File: src/rtl/wfr_pkg.sv
// Shared types, register indexes, event codes and the CRC-8 byte update of the frame receiver.
package wfr_pkg;

  localparam int unsigned ByteW   = 8;
  localparam int unsigned AddrW   = 7;
  localparam int unsigned EventW  = 2;
  localparam int unsigned CfgIdxW = 3;
  localparam int unsigned OutW    = 40;

  // Configuration register indexes.
  localparam logic [CfgIdxW-1:0] CFG_FRAME_END   = 3'd0;
  localparam logic [CfgIdxW-1:0] CFG_ESCAPE      = 3'd1;
  localparam logic [CfgIdxW-1:0] CFG_ESC_END     = 3'd2;
  localparam logic [CfgIdxW-1:0] CFG_ESC_ESCAPE  = 3'd3;
  localparam logic [CfgIdxW-1:0] CFG_CRC_SEED    = 3'd4;
  localparam logic [CfgIdxW-1:0] CFG_MAX_LEN     = 3'd5;

  // Reset values of the configuration registers.
  localparam logic [ByteW-1:0] RST_FRAME_END  = 8'd192;
  localparam logic [ByteW-1:0] RST_ESCAPE     = 8'd219;
  localparam logic [ByteW-1:0] RST_ESC_END    = 8'd220;
  localparam logic [ByteW-1:0] RST_ESC_ESCAPE = 8'd221;
  localparam logic [ByteW-1:0] RST_CRC_SEED   = 8'd222;
  localparam logic [ByteW-1:0] RST_MAX_LEN    = 8'd128;

  localparam logic [ByteW-1:0] CrcXorMask = 8'h18;
  localparam logic [ByteW-1:0] AddrFlag   = 8'h80;

  typedef enum logic [EventW-1:0] {
    EV_DATA     = 2'd0,
    EV_FRAME_OK = 2'd1,
    EV_CRC_BAD  = 2'd2,
    EV_TOO_LONG = 2'd3
  } event_e;

  // One result beat, packed high field first.
  typedef struct packed {
    logic [ByteW-1:0] frame_length;
    logic [ByteW-1:0] frame_command;
    logic             address_present;
    logic [AddrW-1:0] frame_address;
    logic [ByteW-1:0] data_index;
    logic [ByteW-1:0] data_byte;
  } result_t;

  // Dallas/Maxim CRC-8, reflected, one byte LSB first.
  function automatic logic [ByteW-1:0] crc8_byte(input logic [ByteW-1:0] data,
                                                 input logic [ByteW-1:0] crc_in);
    logic [ByteW-1:0] c;
    logic [ByteW-1:0] b;
    c = crc_in;
    b = data;
    for (int i = 0; i < ByteW; i++) begin
      if (b[0] ^ c[0]) begin
        c = ((c ^ CrcXorMask) >> 1) | AddrFlag;
      end else begin
        c = c >> 1;
      end
      b = b >> 1;
    end
    return c;
  endfunction

endpackage

File: src/rtl/wake_frame_receiver.sv
// Deframer for a byte-stuffed serial link with CRC-8 check; top level.
//
// The block takes raw line bytes on the slave stream and gives one beat on the master
// stream for every destuffed data byte and for every frame outcome (frame ok, CRC
// mismatch, length too long). A raw frame end code restarts a frame at any time; an
// escape code pairs with the next byte; the escaped codes map back, other bytes pass as is.
// The destuffed frame is an optional address byte (bit 7 set), a command, a length, the
// data and a CRC-8 byte; the CRC is seeded with crc_seed and run over the frame end code,
// the 7-bit address, command, length and data. Each byte sits in an input register, then one
// pass of destuffing, phase decode and byte-wide CRC update writes the output register, so a
// byte can be accepted every cycle while the output is drained.
// Throughput is one byte per clock while the output is drained.
// Back-pressure on the master side stalls the input register and then s_axis_tready.
// Configuration writes (index 0..5: frame end, escape, escaped end, escaped escape,
// CRC seed, max data length) are always ready and must only be issued while idle;
// other indexes are ignored.
module wake_frame_receiver (
  input  logic                        clk_i,
  input  logic                        rst_ni,
  // raw line byte: [7:0] rx_byte
  input  logic                        s_axis_tvalid,
  output logic                        s_axis_tready,
  input  logic [wfr_pkg::ByteW-1:0]   s_axis_tdata,
  // [7:0] data_byte, [15:8] data_index, [22:16] frame_address, [23] address_present,
  // [31:24] frame_command, [39:32] frame_length
  output logic                        m_axis_tvalid,
  input  logic                        m_axis_tready,
  output logic [wfr_pkg::OutW-1:0]    m_axis_tdata,
  // [1:0] event_res
  output logic [wfr_pkg::EventW-1:0]  m_axis_tuser,
  input  logic                        cfg_valid_i,
  output logic                        cfg_ready_o,
  input  logic [wfr_pkg::CfgIdxW-1:0] cfg_index_i,
  input  logic [wfr_pkg::ByteW-1:0]   cfg_data_i
);
  import wfr_pkg::*;

  typedef enum logic [2:0] {
    PH_IDLE,
    PH_FIRST,
    PH_CMD,
    PH_LEN,
    PH_DATA,
    PH_CRC
  } phase_e;

  // configuration
  logic [ByteW-1:0] fend_q, fesc_q, tfend_q, tfesc_q, seed_q, max_len_q;

  // input register
  logic             in_vld_q;
  logic [ByteW-1:0] in_byte_q;

  // frame state
  phase_e           phase_q, phase_d;
  logic             esc_q, esc_d;
  logic [AddrW-1:0] addr_q, addr_d;
  logic             has_addr_q, has_addr_d;
  logic [ByteW-1:0] cmd_q, cmd_d;
  logic [ByteW-1:0] len_q, len_d;
  logic [ByteW-1:0] seen_q, seen_d;
  logic [ByteW-1:0] crc_q, crc_d;

  // output register
  logic             out_vld_q;
  event_e           evt_q, evt_d;
  result_t          res_q, res_d;
  logic             emit_d;

  logic             advance;
  logic [ByteW-1:0] b;
  logic [ByteW-1:0] crc_upd;
  logic [ByteW-1:0] crc_in;

  // Move the held byte through the decoder when the output slot is free or draining.
  assign advance       = in_vld_q && (!out_vld_q || m_axis_tready);
  assign s_axis_tready = !in_vld_q || advance;
  assign cfg_ready_o   = 1'b1;

  assign m_axis_tvalid = out_vld_q;
  assign m_axis_tdata  = res_q;
  assign m_axis_tuser  = evt_q;

  // Configuration registers.
  always_ff @(posedge clk_i or negedge rst_ni) begin
    if (!rst_ni) begin
      fend_q    <= RST_FRAME_END;
      fesc_q    <= RST_ESCAPE;
      tfend_q   <= RST_ESC_END;
      tfesc_q   <= RST_ESC_ESCAPE;
      seed_q    <= RST_CRC_SEED;
      max_len_q <= RST_MAX_LEN;
    end else if (cfg_valid_i) begin
      case (cfg_index_i)
        CFG_FRAME_END:  fend_q    <= cfg_data_i;
        CFG_ESCAPE:     fesc_q    <= cfg_data_i;
        CFG_ESC_END:    tfend_q   <= cfg_data_i;
        CFG_ESC_ESCAPE: tfesc_q   <= cfg_data_i;
        CFG_CRC_SEED:   seed_q    <= cfg_data_i;
        CFG_MAX_LEN:    max_len_q <= cfg_data_i;
        default: ;
      endcase
    end
  end

  // Destuff the escaped byte: map the second byte of a pair back.
  always_comb begin
    b = in_byte_q;
    if (esc_q) begin
      if (in_byte_q == tfend_q) begin
        b = fend_q;
      end else if (in_byte_q == tfesc_q) begin
        b = fesc_q;
      end
    end
  end

  // One shared byte-wide CRC update; the frame end case feeds the seed instead.
  always_comb begin
    crc_in = crc_q;
    if (in_byte_q == fend_q) begin
      crc_in = seed_q;
    end
  end
  assign crc_upd = crc8_byte((in_byte_q == fend_q) ? fend_q :
                             ((phase_q == PH_FIRST) && b[ByteW-1]) ?
                             {1'b0, b[AddrW-1:0]} : b, crc_in);

  // Frame decoder for one byte.
  always_comb begin
    phase_d    = phase_q;
    esc_d      = esc_q;
    addr_d     = addr_q;
    has_addr_d = has_addr_q;
    cmd_d      = cmd_q;
    len_d      = len_q;
    seen_d     = seen_q;
    crc_d      = crc_q;
    emit_d     = 1'b0;
    evt_d      = EV_DATA;
    res_d.data_byte  = '0;
    res_d.data_index = '0;

    if (in_byte_q == fend_q) begin
      // restart the frame in any phase
      phase_d    = PH_FIRST;
      esc_d      = 1'b0;
      addr_d     = '0;
      has_addr_d = 1'b0;
      crc_d      = crc_upd;
    end else if (!esc_q && (in_byte_q == fesc_q)) begin
      esc_d = 1'b1;
    end else begin
      esc_d = 1'b0;
      case (phase_q)
        PH_FIRST: begin
          crc_d = crc_upd;
          if (b[ByteW-1]) begin
            addr_d     = b[AddrW-1:0];
            has_addr_d = 1'b1;
            phase_d    = PH_CMD;
          end else begin
            addr_d     = '0;
            has_addr_d = 1'b0;
            cmd_d      = b;
            phase_d    = PH_LEN;
          end
        end
        PH_CMD: begin
          cmd_d   = b;
          crc_d   = crc_upd;
          phase_d = PH_LEN;
        end
        PH_LEN: begin
          len_d  = b;
          seen_d = '0;
          crc_d  = crc_upd;
          if (b > max_len_q) begin
            phase_d = PH_IDLE;
            emit_d  = 1'b1;
            evt_d   = EV_TOO_LONG;
          end else if (b != '0) begin
            phase_d = PH_DATA;
          end else begin
            phase_d = PH_CRC;
          end
        end
        PH_DATA: begin
          crc_d            = crc_upd;
          seen_d           = seen_q + 8'd1;
          emit_d           = 1'b1;
          evt_d            = EV_DATA;
          res_d.data_byte  = b;
          res_d.data_index = seen_q;
          if (seen_d == len_q) begin
            phase_d = PH_CRC;
          end
        end
        PH_CRC: begin
          phase_d = PH_IDLE;
          emit_d  = 1'b1;
          evt_d   = (b == crc_q) ? EV_FRAME_OK : EV_CRC_BAD;
        end
        default: begin
          phase_d = PH_IDLE;
        end
      endcase
    end

    res_d.frame_address   = addr_d;
    res_d.address_present = has_addr_d;
    res_d.frame_command   = cmd_d;
    res_d.frame_length    = len_d;
  end

  // Input register: hold the byte until the decoder takes it.
  always_ff @(posedge clk_i or negedge rst_ni) begin
    if (!rst_ni) begin
      in_vld_q <= 1'b0;
    end else if (s_axis_tready) begin
      in_vld_q <= s_axis_tvalid;
    end
  end

  always_ff @(posedge clk_i) begin
    if (s_axis_tvalid && s_axis_tready) begin
      in_byte_q <= s_axis_tdata;
    end
  end

  // Frame state and output register.
  always_ff @(posedge clk_i or negedge rst_ni) begin
    if (!rst_ni) begin
      phase_q    <= PH_IDLE;
      esc_q      <= 1'b0;
      addr_q     <= '0;
      has_addr_q <= 1'b0;
      cmd_q      <= '0;
      len_q      <= '0;
      seen_q     <= '0;
      crc_q      <= '0;
      out_vld_q  <= 1'b0;
    end else begin
      if (advance) begin
        phase_q    <= phase_d;
        esc_q      <= esc_d;
        addr_q     <= addr_d;
        has_addr_q <= has_addr_d;
        cmd_q      <= cmd_d;
        len_q      <= len_d;
        seen_q     <= seen_d;
        crc_q      <= crc_d;
      end
      if (advance) begin
        out_vld_q <= emit_d;
      end else if (m_axis_tready) begin
        out_vld_q <= 1'b0;
      end
    end
  end

  always_ff @(posedge clk_i) begin
    if (advance && emit_d) begin
      evt_q <= evt_d;
      res_q <= res_d;
    end
  end

endmodule

File: config.mk
export PLATFORM = sky130hd
export DESIGN_NAME = wake_frame_receiver
export DESIGN_NICKNAME = d
export VERILOG_FILES = /design/src/rtl/wfr_pkg.sv /design/src/rtl/wake_frame_receiver.sv
export SDC_FILE = /design/constraint.sdc
export NUM_CORES = 1
export LEC_CHECK = 0
export ABC_AREA = 0
export BUFFER_PORTS_ARGS = -buffer_cell sky130_fd_sc_hd__buf_2
export CORE_MARGIN = 2
export CORE_UTILIZATION = 50
export DETAILED_ROUTE_END_ITERATION = 7
export PLACE_DENSITY = 0.72
export REMOVE_ABC_BUFFERS = 1
export SLEW_MARGIN = 20
export SYNTH_ARGS = -nofsm -noshare
export SYNTH_HDL_FRONTEND = slang
export SYNTH_SLANG_ARGS = --single-unit
File: constraint.sdc
create_clock -name clk_i -period 5.1 [get_ports clk_i]
set_input_delay 1.02 -clock clk_i [delete_from_list [all_inputs] [get_ports clk_i]]
set_output_delay 1.02 -clock clk_i [all_outputs]
set_load 0.02 [all_outputs]
# Word level (Yosys, flattened, before mapping)
# Index checks and enable logic that the tools add are counted.
# word_totals
regBits	144
input_bits	24
output_inout_bits	45
elab_cells	142
# classes
addsub	1
order_cmp	1
eq_ne	18
n_mux	51
bitwise_logic	19
reduce_logical	28
# ops
op	count
8-bit two-way mux	23
8-bit equality test	6
8-bit case mux with 2 select lines	2
7-bit two-way mux	4
2-bit NOT	8
1-bit two-way mux	13
3-bit by 2-bit equality test with 1-bit output (second input constant)	4
3-bit equality test (second input constant)	4
3-bit two-way mux	4
3-bit case mux with 4 select lines	1
2-bit AND reduction	6
8-bit by 1-bit adder with 8-bit output (second input constant)	1
8-bit greater-than comparator	1
8-bit nonzero test	1
1-bit XOR	8
3-bit by 1-bit equality test with 1-bit output (second input constant)	2
3-bit AND reduction	2
2-bit nonzero test	3
1-bit logical AND	5
2-bit two-way mux	2
2-bit case mux with 2 select lines	1
4-bit AND reduction	1
2-bit OR reduction	2
4-bit OR reduction	1
8 further kinds	13

# Depth between registers and ports, before layout
# depth
word_depth	26
ltp_mapped	19
depth_no_buf	17

# Worst setup path after synthesis
# No wires, ideal clock.
# synth_path
kind	register to register
from	register in_byte_q[4]
to	register res_q (netlist bit m_axis_tdata[0]), enable pin
setup_time_ns	0.441
arrival_time_ns	4.490
required_time_ns	4.659
setup_slack_ns	0.168
path_stages_with_launch	17
path_buffers	3
synth_period_minus_slack_ns	4.932
path_cell_list	edfxtp_1 -> buf_6 -> xor2_1 -> nor4_2 -> and2_4 -> buf_8 -> a22oi_1 -> o22ai_1 -> buf_2 -> inv_1 -> ha_1 -> nand4_1 -> o21ai_0 -> o21ai_0 -> nor3_1 -> nor2_1 -> nor2_1
# synth_between
elab_chain_cells	10
elab_cells_between_ends	14
cone_classes	order compare: 1; eq/ne: 4; mux: 7; reduce/logical: 2
# synth_lines
item	line	text
start: declaration	wake_frame_receiver.sv:52	logic [ByteW-1:0] in_byte_q;
start signal: assignment	wake_frame_receiver.sv:227	in_byte_q <= s_axis_tdata;
8-bit equality test	wake_frame_receiver.sv:112	end else if (in_byte_q == tfesc_q) begin
8-bit two-way mux	wake_frame_receiver.sv:112	
8-bit two-way mux *	wake_frame_receiver.sv:110	if (in_byte_q == tfend_q) begin
8-bit two-way mux *	wake_frame_receiver.sv:109	if (esc_q) begin
via b[7]	wake_frame_receiver.sv:71	logic [ByteW-1:0] b;
8-bit greater-than comparator *	wake_frame_receiver.sv:178	if (b > max_len_q) begin
1-bit two-way mux *	wake_frame_receiver.sv:178	
1-bit case mux with 2 select lines *	wake_frame_receiver.sv:155	case (phase_q)
1-bit two-way mux *	wake_frame_receiver.sv:151	end else if (!esc_q && (in_byte_q == fesc_q)) begin
1-bit two-way mux *	wake_frame_receiver.sv:144	if (in_byte_q == fend_q) begin
1-bit logical AND *	wake_frame_receiver.sv:263	if (advance && emit_d) begin
end signal: assignment	wake_frame_receiver.sv:265	res_q <= res_d;
end: declaration	wake_frame_receiver.sv:67	result_t res_q, res_d;
# The timed path passes the listed nets; every way through them passes the cells marked *.
# A chain may end at the register's enable or synchronous reset.

# Worst setup path in the final report
# layout_path
from	register in_byte_q[3]
to	register res_q (netlist bit m_axis_tdata[30]), enable pin
# The elaborated chain is that of the path after synthesis.

==> reports/metrics.csv <==
stage,metric,value,unit
pwr,vdd_drop_max,0.318,mV
floorplanning,die_area,0.0157,mm^2
placed_design,dpl.hpwl,12000,um
run,cap_violations,0,
sta,setup_viol,0,
worst_setup_path,worst_path_largest_cell_delay,0.74,ns
detailed_routing,ant_nets,0,
sta,maxSlewViolCount,0,
synth,async_flop_share,0.653,
worst_setup_path,end_kind,register,
grt,grt_usage,0.222,
cts,cts_setup_buffers,0,
sta,fin_crit,4.64,ns
placed_design,placed_area,0.00780,mm^2
sta,slew_headroom,0.385,
cells_and_area,final_common_cell,mux2_2,
worst_setup_path,ff2ff_path_depth,17,
placed_design,place_ws,0.669,ns
grt,antenna_found_initial,0,
sta,final.setup_skew,0.0161,ns
sta,holdWs,0.489,ns
detailed_routing,route.detailed.drc,0,
floorplanning,start_util,0.509,
worst_setup_path,crit_chain,"xor2_1, nor4_2, and2_4, o21a_1, o21ai_0, inv_2, ha_1, nor2b_1, o21ai_0, nand2b_1, a21oi_1, o21ai_0, o21ai_0, nor3_1, nor2_1, nor2_4, buf_4",
cts,root_buffer,clkbuf_16,
cts,cts_made_buffers,17,
sta,post-route-period-util,0.910,
synth,yosysSeqAreaShare,0.529,
cts,cts-resized-gates,0,
cts,cts_tree,built,
worst_setup_path,arrival,4.71,ns
detailed_routing,via_per_inst,5.63,
worst_setup_path,critPathKind,register to register,
cts,clk_latency,0.44,ns
synth,syn-cell-area,0.00734,mm^2
cells_and_area,layout.area.seq,0.00389,mm^2
sta,rsz0062_at_grt,false,
detailed_routing,drtIter0Drc,473,
cts,ctsLongestPathBuffers,2,
synth,syn_area_per_cell,11.8,um^2
cells_and_area,drive_gt1_frac,0.334,
cts,cts_sinks,144,
pwr,power.leakage,3.42,nW
detailed_routing,vias,4981,
worst_setup_path,startpoint_type,register,
cells_and_area,nFillCells,1233,
synth,yosysUniqueCellTypes,69,
status,status,finished clean,
sta,hold_viol,0,
synth,synth-edff-count,50,
synth,ys_seq_elements,144,
floorplanning,io_pins,69,
worst_setup_path,path_buf_inv,2,
synth,synthCells,620,
cells_and_area,fin_area,0.00839,mm^2
cells_and_area,area_growth,14.2,%
floorplanning,die_h,125,um
grt,grt_max_degree,49,
sta,layout_setup_ws,0.461,ns
floorplanning,dieWidth,125,um
pwr,power.density,534,mW/mm^2
synth,synth_warnings,0,
cells_and_area,multi_input_area,0.00318,mm^2
floorplanning,fp-row-count,44,
pwr,total_power,4.48,mW
detailed_routing,wl_per_cell,18.9,um
worst_setup_path,crit_fanout,42,
grt,grt_pass1_vias,5147,
cts,cts.clk_slew.worst_paths,0.06,ns
placed_design,gp_congestion,0.912,
worst_setup_path,cp.depth,17,
floorplanning,core_area,0.0144,mm^2
synth,synth_ff_type,dfrtp_1,
sta,timing.fmax,0.216,GHz
cts,ctsHoldBuffers,0,
worst_setup_path,crit_family,compound AO/OA/AOI/OAI gates,
cells_and_area,n_antenna_cell,0,
worst_setup_path,critical_path_required,5.17,ns
hold_path,worstHoldPathType,register to register,
cts,h-tree-depth,4,
worst_setup_path,cp_common_cell,o21ai_0,
grt,grt_pass1_wl,27100,um
cells_and_area,nets,721,
grt,grt_overflow,0,
detailed_routing,wl,16700,um
hold_path,whs_path_depth,2,
placed_design,port_buffers,67,
detailed_routing,first_pass_iters,5,
worst_setup_path,cp_slowest_cell,o21ai_0,
cells_and_area,final_cell_mix,"mux2_2, dfrtp_1, buf_2",
sta,worst_pin_slew,0.913,ns
power by group:
part	total (mW)	internal, mW	switching [mW]
clock	1.20	0.719	0.486
combinational	1.46	0.657	0.807
sequential	1.81	1.56	0.249
total	4.48	2.94	1.54
flip-flops by register name (all words and copies together), names as in the netlist:
register       flops
addr_q             7
cmd_q              8
crc_q              8
esc_q              1
fend_q             8
fesc_q             8
has_addr_q         1
in_byte_q          8
in_vld_q           1
len_q              8
m_axis_tdata      40
m_axis_tuser       2
m_axis_tvalid      1
max_len_q          8
phase_q            3
seed_q             8
seen_q             8
tfend_q            8
tfesc_q            8
per-layer routing:
metal  track usage  wire length [um]  up-vias
met3        0.0479               836       35
met2         0.364              8170      165
met4        0.0967               464        0
met5             0                 0        -
met1         0.286              7230     2446
li1              -                 -     2335
worst paths after layout:
| path | startpoint | to | slack [ns] |
|---|---|---|---|
| max | in_byte_q[3]$_DFFE_PP_ | m_axis_tdata[30]$_DFFE_PP_ | 0.46 |
| min | has_addr_q$_DFFE_PN0P_ | has_addr_q$_DFFE_PN0P_ | 0.49 |
| max reg2reg | in_byte_q[3]$_DFFE_PP_ | m_axis_tdata[30]$_DFFE_PP_ | 0.46 |
| min reg2reg | has_addr_q$_DFFE_PN0P_ | has_addr_q$_DFFE_PN0P_ | 0.49 |
| max in group asynchronous | rst_ni | seen_q[2]$_DFFE_PN0P_ | 3.46 |
| min in group asynchronous | rst_ni | max_len_q[3]$_DFFE_PN0P_ | 0.58 |
metrics by stage:
stage / setup TNS, ns / utilization / cells
floorplan: -0.677 / - / 592
global route: 0 / 0.581 / 885
global placement: 0 / 0.541 / 853
finish: 0 / 0.581 / 885
CTS: 0 / 0.581 / 885
detailed placement: 0 / 0.541 / 853
Yosys cell counts, types with 3 or more instances:
cell / number / share of area
o21ai_0: 24 / 0.016
clkbuf_8: 3 / 0.0056
nor2b_1: 3 / 0.0026
and3_1: 5 / 0.0043
mux2_2: 71 / 0.11
and2_1: 10 / 0.0085
clkbuf_1: 13 / 0.0066
nor3_1: 9 / 0.0061
a22oi_1: 4 / 0.0041
nor2_1: 34 / 0.017
o21ai_1: 9 / 0.0061
dfstp_2: 26 / 0.093
dfrtp_1: 68 / 0.23
or3_1: 4 / 0.0034
buf_4: 5 / 0.0051
o31ai_1: 3 / 0.0031
xor2_2: 3 / 0.0066
nand3_1: 5 / 0.0034
or4_1: 3 / 0.0031
inv_2: 3 / 0.0015
a311oi_1: 6 / 0.0072
buf_6: 4 / 0.0061
edfxtp_1: 50 / 0.20
ha_1: 9 / 0.015
inv_1: 24 / 0.012
nand2b_1: 5 / 0.0043
xnor2_1: 55 / 0.066
nand4_1: 7 / 0.0060
a21oi_1: 34 / 0.023
a22o_2: 5 / 0.0068
nor4_2: 3 / 0.0051
nand2_1: 52 / 0.027
xor2_1: 16 / 0.019
logic make-up after synthesis:
| kind of cell | after synthesis | synth area share |
|---|---|---|
| fa+ha+maj | 9 | 0.0153 |
| mux | 73 | 0.112 |
| compound gates | 110 | 0.102 |
| flops | 144 | 0.529 |
| xor+xnor | 76 | 0.0958 |
| simple gates | 152 | 0.104 |
| other cells | 1 | 0.000511 |
| buf+inv | 55 | 0.0407 |
cell type report:
type / instances / area share
flip-flops and latches: 144 / 0.463
multi-input cells: 421 / 0.379
clock buffers: 19 / 0.0516
repair buffers: 77 / 0.0492
well taps: 184 / 0.0275
clock inverters: 13 / 0.0169
inverters: 27 / 0.0121
worst min-delay path, stage by stage (launching register included):
cell and delay (ns):
dfrtp_1 0.35, nand2_1 0.05, o31ai_1 0.06
Power figures use the tool's default switching activity.
